--- src/hw/rtl/wpm_pkg.sv ---
`default_nettype none
// ----------------------------------------------------------------------------
// wpm_pkg: shared definitions for the wildcard pattern matcher
// Capacity, index widths, glob symbol codes, item modes and the per-cycle
// control bundle broadcast from the top level to every matcher cell.
// ----------------------------------------------------------------------------
package wpm_pkg;

   // Pattern capacity and derived widths
   localparam int PATTERN_MAX = 64;
   localparam int LEN_W       = $clog2(PATTERN_MAX + 1);

   // Glob symbols
   localparam logic [7:0] STAR_BYTE  = 8'd42;
   localparam logic [7:0] QMARK_BYTE = 8'd63;

   // Item modes
   typedef enum logic [1:0] {
      MODE_CLEAR  = 2'd0,
      MODE_APPEND = 2'd1,
      MODE_TEXT   = 2'd2,
      MODE_IDLE   = 2'd3
   } wpm_mode_type;

   // Control bundle shared by all cells in one cycle
   typedef struct packed {
      logic             update;   // recompute the column this cycle
      logic             restart;  // empty-text column (else consume a text byte)
      logic             wr_en;    // store symbol into the cell at wr_len
      logic [LEN_W-1:0] wr_len;   // pattern length before the append
      logic [LEN_W-1:0] limit;    // pattern length that the new column uses
      logic [7:0]       symbol;   // pattern or text byte
   } wpm_ctrl_type;

endpackage
`default_nettype wire

--- src/hw/rtl/wpm_cell.sv ---
`default_nettype none
// ----------------------------------------------------------------------------
// wpm_cell: one pattern position of the matcher chain
// Holds one pattern byte and one column bit. Takes the new and old column
// bits of its left neighbor, forms its own new bit, and passes the selected
// match bit on to the right.
// ----------------------------------------------------------------------------
module wpm_cell (
   input  wire logic                      clock,
   input  wire logic                      reset,
   input  wire wpm_pkg::wpm_ctrl_type     ctrl,
   input  wire logic [wpm_pkg::LEN_W-1:0] cell_index,
   input  wire logic                      left_new,
   input  wire logic                      left_old,
   input  wire logic                      left_match,
   output logic                           new_bit,
   output logic                           old_bit,
   output logic                           match_out
);

   logic [7:0] pat_ff;
   logic [7:0] pat_in;
   logic       col_ff;
   logic       col_in;
   logic       write_here;
   logic       active;
   logic       p_star;
   logic       p_hit;
   logic       computed;

   // Capture the appended byte when this cell is the next free position
   always_comb begin
      write_here = ctrl.wr_en && (cell_index == ctrl.wr_len);
      pat_in     = write_here ? ctrl.symbol : pat_ff;
   end

   always_ff @(posedge clock) begin
      pat_ff <= pat_in;
   end

   // Form the new column bit; positions beyond the pattern stay clear
   always_comb begin
      active = cell_index < ctrl.limit;
      p_star = pat_in == wpm_pkg::STAR_BYTE;
      p_hit  = (pat_in == wpm_pkg::QMARK_BYTE) || (pat_in == ctrl.symbol);
      if (ctrl.restart) begin
         computed = active && left_new && p_star;
      end else if (p_star) begin
         computed = active && (left_new || col_ff);
      end else begin
         computed = active && p_hit && left_old;
      end
      col_in = ctrl.update ? computed : col_ff;
   end

   always_ff @(posedge clock) begin
      if (reset) begin
         col_ff <= 1'b0;
      end else begin
         col_ff <= col_in;
      end
   end

   // Pass the bit at the pattern end down the chain
   always_comb begin
      new_bit   = col_in;
      old_bit   = col_ff;
      match_out = ((cell_index + wpm_pkg::LEN_W'(1)) == ctrl.limit) ? col_in : left_match;
   end

endmodule
`default_nettype wire

--- src/hw/rtl/wildcard_pattern_matcher_unit.sv ---
`default_nettype none
// Latency: a result is valid in the cycle after its request transaction is accepted.
// Throughput: one item per unstalled cycle; the star OR chain and the match select
// ripple through all PATTERN_MAX cells in that cycle, which sets the clock period.
// Reset: pattern length zero, column bit zero set and all cell bits clear; the
// pattern bytes are not cleared and no clearing pass runs.
// ----------------------------------------------------------------------------
// wildcard_pattern_matcher_unit: streaming glob matcher top level
// Decodes clear, append and text items, drives the chain of matcher cells,
// and registers match and overflow for the response channel.
// ----------------------------------------------------------------------------
module wildcard_pattern_matcher_unit (
   input  wire logic       clock,
   input  wire logic       reset,
   input  wire logic       req_valid,
   output logic            req_ready,
   input  wire logic [1:0] req_mode,
   input  wire logic [7:0] req_symbol,
   output logic            rsp_valid,
   input  wire logic       rsp_ready,
   output logic            rsp_match,
   output logic            rsp_overflow
);

   localparam int PMAX = wpm_pkg::PATTERN_MAX;
   localparam int LW   = wpm_pkg::LEN_W;

   logic                  accept;
   logic                  full;
   logic                  ovf;
   logic [LW-1:0]         length_ff;
   logic [LW-1:0]         length_in;
   logic                  col0_ff;
   logic                  col0_in;
   logic                  rsp_valid_ff;
   logic                  rsp_valid_in;
   logic                  rsp_match_ff;
   logic                  rsp_overflow_ff;
   wpm_pkg::wpm_ctrl_type ctrl;
   logic [PMAX:0]         new_chain;
   logic [PMAX:0]         old_chain;
   logic [PMAX:0]         match_chain;

   // Take a transaction whenever the output register is free or draining
   assign req_ready = !rsp_valid_ff || rsp_ready;
   assign accept    = req_valid && req_ready;
   assign full      = length_ff == LW'(PMAX);

   // Decode the item into length update and cell control
   always_comb begin
      length_in   = length_ff;
      col0_in     = col0_ff;
      ovf         = 1'b0;
      ctrl.update  = 1'b0;
      ctrl.restart = 1'b0;
      ctrl.wr_en   = 1'b0;
      ctrl.wr_len  = length_ff;
      ctrl.symbol  = req_symbol;
      unique case (wpm_pkg::wpm_mode_type'(req_mode))
         wpm_pkg::MODE_CLEAR: begin
            if (accept) begin
               length_in    = '0;
               col0_in      = 1'b1;
               ctrl.update  = 1'b1;
               ctrl.restart = 1'b1;
            end
         end
         wpm_pkg::MODE_APPEND: begin
            if (accept) begin
               col0_in      = 1'b1;
               ctrl.update  = 1'b1;
               ctrl.restart = 1'b1;
               if (full) begin
                  ovf = 1'b1;
               end else begin
                  length_in  = length_ff + LW'(1);
                  ctrl.wr_en = 1'b1;
               end
            end
         end
         wpm_pkg::MODE_TEXT: begin
            if (accept) begin
               col0_in     = 1'b0;
               ctrl.update = 1'b1;
            end
         end
         wpm_pkg::MODE_IDLE: begin
         end
         default: begin
         end
      endcase
      ctrl.limit = length_in;
   end

   // Hold pattern length and column bit zero
   always_ff @(posedge clock) begin
      if (reset) begin
         length_ff <= '0;
         col0_ff   <= 1'b1;
      end else begin
         length_ff <= length_in;
         col0_ff   <= col0_in;
      end
   end

   // Seed the chain with column bit zero
   assign new_chain[0]   = col0_in;
   assign old_chain[0]   = col0_ff;
   assign match_chain[0] = col0_in;

   // Chain of matcher cells, one per pattern position
   for (genvar g = 0; g < PMAX; g++) begin : g_cell
      wpm_cell u_cell (
         .clock      (clock),
         .reset      (reset),
         .ctrl       (ctrl),
         .cell_index (LW'(g)),
         .left_new   (new_chain[g]),
         .left_old   (old_chain[g]),
         .left_match (match_chain[g]),
         .new_bit    (new_chain[g+1]),
         .old_bit    (old_chain[g+1]),
         .match_out  (match_chain[g+1])
      );
   end

   // Output register: load on accept, drop when taken
   always_comb begin
      rsp_valid_in = rsp_valid_ff;
      if (accept) begin
         rsp_valid_in = 1'b1;
      end else if (rsp_ready) begin
         rsp_valid_in = 1'b0;
      end
   end

   always_ff @(posedge clock) begin
      if (reset) begin
         rsp_valid_ff <= 1'b0;
      end else begin
         rsp_valid_ff <= rsp_valid_in;
      end
   end

   always_ff @(posedge clock) begin
      if (accept) begin
         rsp_match_ff    <= match_chain[PMAX];
         rsp_overflow_ff <= ovf;
      end
   end

   assign rsp_valid    = rsp_valid_ff;
   assign rsp_match    = rsp_match_ff;
   assign rsp_overflow = rsp_overflow_ff;

endmodule
`default_nettype wire

--- config.mk ---
export PLATFORM = sky130hd
export DESIGN_NAME = wildcard_pattern_matcher_unit
export DESIGN_NICKNAME = d
export VERILOG_FILES = /design/src/hw/rtl/wpm_pkg.sv /design/src/hw/rtl/wpm_cell.sv /design/src/hw/rtl/wildcard_pattern_matcher_unit.sv
export SDC_FILE = /design/constraint.sdc
export NUM_CORES = 2
export LEC_CHECK = 0
export BUFFER_PORTS_ARGS = -buffer_cell sky130_fd_sc_hd__buf_2
export CORE_ASPECT_RATIO = 1.4
export CORE_MARGIN = 2
export CORE_UTILIZATION = 51
export DETAILED_ROUTE_END_ITERATION = 16
export PLACE_DENSITY = 0.76
export SETUP_SLACK_MARGIN = 0.05
export SYNTH_ARGS = -nofsm -noshare
export SYNTH_HDL_FRONTEND = slang
export SYNTH_HIERARCHICAL = 1
export SYNTH_SLANG_ARGS = --single-unit
--- constraint.sdc ---
create_clock -name clock -period 83.2 [get_ports clock]
set_input_delay 16.64 -clock clock [delete_from_list [all_inputs] [get_ports clock]]
set_output_delay 16.64 -clock clock [all_outputs]
set_load 0.01 [all_outputs]
* Word-level counts from Yosys, hierarchy flattened
Index checks and enable logic that the tools add are counted.
** Storage, ports and cells
- Output and inout bits :: 4
- Bits in read-only memories :: 0
- RAM bits :: 0
- Latch bits :: 0
- Logic and storage cells :: 1376
- Input port bits :: 14
- Memories :: 0
- Flip-flop bits (word level) :: 587
** Cells by class
- Order comparisons :: 64
- Multiply operators :: 0
- Equality and inequality tests :: 322
- Shift operators :: 0
- Multiplexer cells :: 337
- Divide/modulo/power cells :: 0
- Bitwise operators :: 0
- Reduce and logical (&&, ||, !) cells :: 519
- $add $sub $neg :: 1
** Operators by type and width (number)
- 8-bit by 6-bit equality test with 1-bit output, second input constant :: 128
- 8-bit equality test :: 64
- 8-bit 2-to-1 mux :: 64
- 6-bit by 7-bit equality test with 1-bit output, first input constant :: 64
- 1-bit logical AND :: 385
- 1-bit 2-to-1 mux :: 264
- 5-bit by 7-bit equality test with 1-bit output, first input constant :: 32
- 6-bit by 7-bit less-than comparator with 1-bit output, first input constant :: 32
- 1-bit logical OR :: 129
- 4-bit by 7-bit equality test with 1-bit output, first input constant :: 16
- 5-bit by 7-bit less-than comparator with 1-bit output, first input constant :: 16
- 3-bit by 7-bit equality test with 1-bit output, first input constant :: 8
- 4-bit by 7-bit less-than comparator with 1-bit output, first input constant :: 8
- 2-bit by 7-bit equality test with 1-bit output, first input constant :: 4
- 3-bit by 7-bit less-than comparator with 1-bit output, first input constant :: 4
- 7-bit 2-to-1 mux :: 3
- 1-bit by 7-bit equality test with 1-bit output, first input constant :: 2
- 1-bit by 7-bit less-than comparator with 1-bit output, first input constant :: 2
- 2-bit by 7-bit less-than comparator with 1-bit output, first input constant :: 2
- 7-bit case mux with 2 select lines :: 1
- 7-bit by 1-bit adder with 7-bit output, second input constant :: 1
- 7-bit equality test, first input constant :: 1
- 7-bit equality test, second input constant :: 1
- 7-bit logical NOT :: 1
- 10 further kinds :: 11

* Logic depth before layout (Yosys ltp)
- Depth after elaboration :: 330
- Mapped depth :: 329
- Depth with buffers taken out :: 329

* By module
The synthesis kept the hierarchy.
** Modules (own cells, without submodules)
- wpm_cell at g_cell[0].u_cell ... :: instances 43, area an instance 930.9 µm², cells each 107, sequential area each 180.2 µm²
- wpm_cell at g_cell[49].u_cell ... :: instances 21, area an instance 977.2 µm², cells each 114, sequential area each 180.2 µm²
- wildcard_pattern_matcher_unit :: instances 1, area an instance 719.4 µm², cells each 83, sequential area each 240.2 µm²

* Worst setup path after synthesis
Ideal clock, no wire load.
- Path type :: input -> register
- From :: input req_valid
- To :: register rsp_match_ff (netlist: rsp_match), data pin
- Path slack :: 12928 ps
- Stages :: 319
- Required time :: 82928 ps
- Path buffers :: 1
- Arrival time :: 70001 ps
- Setup time :: 272 ps
- Cell sequence :: inv_1 -> or3_1 -> buf_6 -> clkinv_8 -> nand2_4 -> o22ai_1 -> inv_1 -> ha_1 -> nor2b_1 -> o2111ai_1 -> a31oi_1 -> nor3b_1 -> a21oi_2 -> nand2_2 -> o21ai_0 -> a21boi_0 -> mux2_4 -> a21oi_2 -> (+283 left out) -> mux2_4 -> a21oi_4 -> nand2_1 -> o21ai_0 -> a21boi_0 -> mux2_4 -> a21oi_4 -> nand2_1 -> o21ai_0 -> a21boi_0 -> mux2_4 -> a21oi_4 -> nand2_1 -> o21ai_0 -> a21boi_0 -> mux2_4 -> a21oi_4 -> a31oi_1
** RTL lines
- from (decl) :: RTL line wildcard_pattern_matcher_unit.sv:15 : input wire logic req_valid,
- to (signal assigned) :: RTL line wildcard_pattern_matcher_unit.sv:147 : rsp_match_ff <= match_chain[PMAX];
- to (decl) :: RTL line wildcard_pattern_matcher_unit.sv:37 : logic rsp_match_ff;

==> metrics.txt <==
outcome=finished, final reports clean; Clk pwr share=38.6%; Worst-Margin Slew=1.27 ns; setup TNS=0 ns; pre-CTS WS=12.68 ns; Final HPWL DP=115 mm; Max H-tree Level=2; Largest stage delay, worst path=0.70 ns; # fillers=10392; # DRC=0; total track usage=26.5%; Layout Skew=0.0508 ns; CTS Buf Count=61; Final setup viols=0; post-route setup slack=11.94 ns; final std cells w/o fill=10952; fin crit share=85.6%; Synthesis Warnings=6; Vias=57160; max-slew violations=0; CTS tree=built; Gate power share=22.0%; kind of critical path=in2reg; clk slew on worst S/H paths=0.07 ns; WP data required=83.63 ns; kind of end point of the critical path=register; power per standard cell area=10.2 mW/mm2; Slew HR=15.1%; pin count of the biggest net entering global routing=102; area of the core=0.119 mm2; syn_area_per_cell=8.66 um2; Starting Density=51.3%; post-CTS setup buffer count=0; Max Fanout on Critical Path=101; share of cells above drive strength 1=7.26%; Post-CTS Resized=0; maximum clock insertion buffer count=3; max-cap violations=0; sequential power share=39.4%; Ports=18; drt first pass iters=6; Congestion Overflow GR=0; Worst VDD drop=16.8 uV; Max Clk Rate=14.0 MHz; Leakage=29.7 nW; Hold Buf Count CTS=0; nets=9836; DP Cell Count=10841; wire length per cell=15.3 um; Sw Share=30.7%; final hold violations=0; post-layout minimum cycle time=71.26 ns; Setup crit start kind=primary input; routability cong.=0.871; initial antenna violation count=2; clock root buffer=clkbuf_16; DIE AREA=0.123 mm2; first-pass GRT wire length=274 mm; Mapped Area=0.0613 mm2; Iter 0 DRT Violations=2953; CP max-delay cell=nor2_1; Mapped Cells=7077; clk_lat worst skew=0.69 ns; HP Class=reg2reg; drt via density=5.22; Std-Cell Rows=150; Hold Slack=0.500 ns; vias in the first global route=57075; area of the multi-input gates=0.0552 mm2; area delta synth->final=20.4%; Sink Count=587; Register Area=0.0118 mm2; internal power=0.000520 W; CP dominant cell by count=mux2_4; Die W=297 um; Post-Route WL=167 mm; DIE HEIGHT=414 um; RSZ-0062 raised after global routing=false; Routed Antenna Nets=0; P_sw=0.000230 W; critical path arrival=71.69 ns; port bufs=17
## per-layer routing
| metal | vias up | global-route usage, % | share of wire, % |
|---|---|---|---|
| met4 | 0 | 13.4 | 5.0 |
| met2 | 1336 | 51.1 | 51 |
| met1 | 27054 | 28.4 | 39 |
| met3 | 469 | 2.51 | 4.1 |
| li1 | 28301 | - | - |
| met5 | - | 0 | 0 |
## cells in the final DEF, fill, tap and decap left out, types with 85 or more instances in the layout
| cell | count |
|---|---|
| xnor2_1 | 1069 |
| a21oi_1 | 112 |
| nor3_1 | 150 |
| conb_1 | 2134 |
| mux2_1 | 344 |
| o2111ai_1 | 106 |
| nand3_1 | 219 |
| nor2b_1 | 277 |
| nand4_1 | 428 |
| o21ai_0 | 280 |
| xor2_1 | 275 |
| nand4b_1 | 128 |
| nor2_1 | 325 |
| a31oi_1 | 86 |
| nor4_1 | 85 |
| inv_1 | 476 |
| nor3b_1 | 129 |
| a21boi_0 | 128 |
| nand2_1 | 238 |
| mux2_2 | 211 |
| dfxtp_1 | 578 |
| o21ai_1 | 86 |
| a211oi_1 | 107 |
| ha_1 | 514 |
## state kept, by name, summed over array words and instances, names as in the netlist
name,count
col0_ff,1
g_cell.u_cell/old_bit,64
g_cell.u_cell/pat_ff,512
length_ff,7
rsp_match,1
rsp_overflow,1
rsp_valid,1
## worst max-delay path, delay by kind of cell
kind | cells | cell delay [ns]
AO/OA/AOI/OAI | 191 | 28.88
buffers and inverters | 4 | 0.87
multiplexers | 64 | 18.23
AND/OR/NAND/NOR | 67 | 6.98
## final timing paths
check / start / slack, ns / end / cells past startpoint
max: req_valid / 11.94 / rsp_match / 326
min: g_cell[28].u_cell/pat_ff[7] / 0.50 / g_cell[28].u_cell/pat_ff[7] / 1
max reg2reg: rsp_valid / 27.56 / rsp_match / 325
min reg2reg: g_cell[28].u_cell/pat_ff[7] / 0.50 / g_cell[28].u_cell/pat_ff[7] / 1
## metrics by stage
step / power, W / instance area, um2 / utilization [%]
after floorplan: 0.000416 / 69300 / -
after global placement: 0.000454 / 71700 / 60.1
after detailed placement: 0.000459 / 71700 / 60.1
after CTS: 0.000749 / 73800 / 61.8
after global routing: 0.000785 / 73800 / 61.8
final: 0.000750 / 73800 / 61.8
## area by class of cell
type | count | area share [%]
Tap cell | 1596 | 2.71
Sequential cell | 587 | 16.0
Clock inverter | 28 | 0.463
Timing Repair Buffer | 103 | 1.25
Clock buffer | 82 | 2.34
Antenna cell | 1 | 0.00339
Inverter | 478 | 2.45
Multi-Input combinational cell | 8077 | 74.8
## power groups by stage
stage | Sequential [W] | Clock, W | Combinational, W
2_1_floorplan | 0.000301 | 0 | 0.000116
6_report | 0.000296 | 0.000289 | 0.000165
4_1_cts | 0.000295 | 0.000295 | 0.000158
3_3_place_gp | 0.000301 | 0 | 0.000153
5_1_grt | 0.000297 | 0.000303 | 0.000185
3_5_place_dp | 0.000302 | 0 | 0.000157
Power figures use the tool's default switching activity.
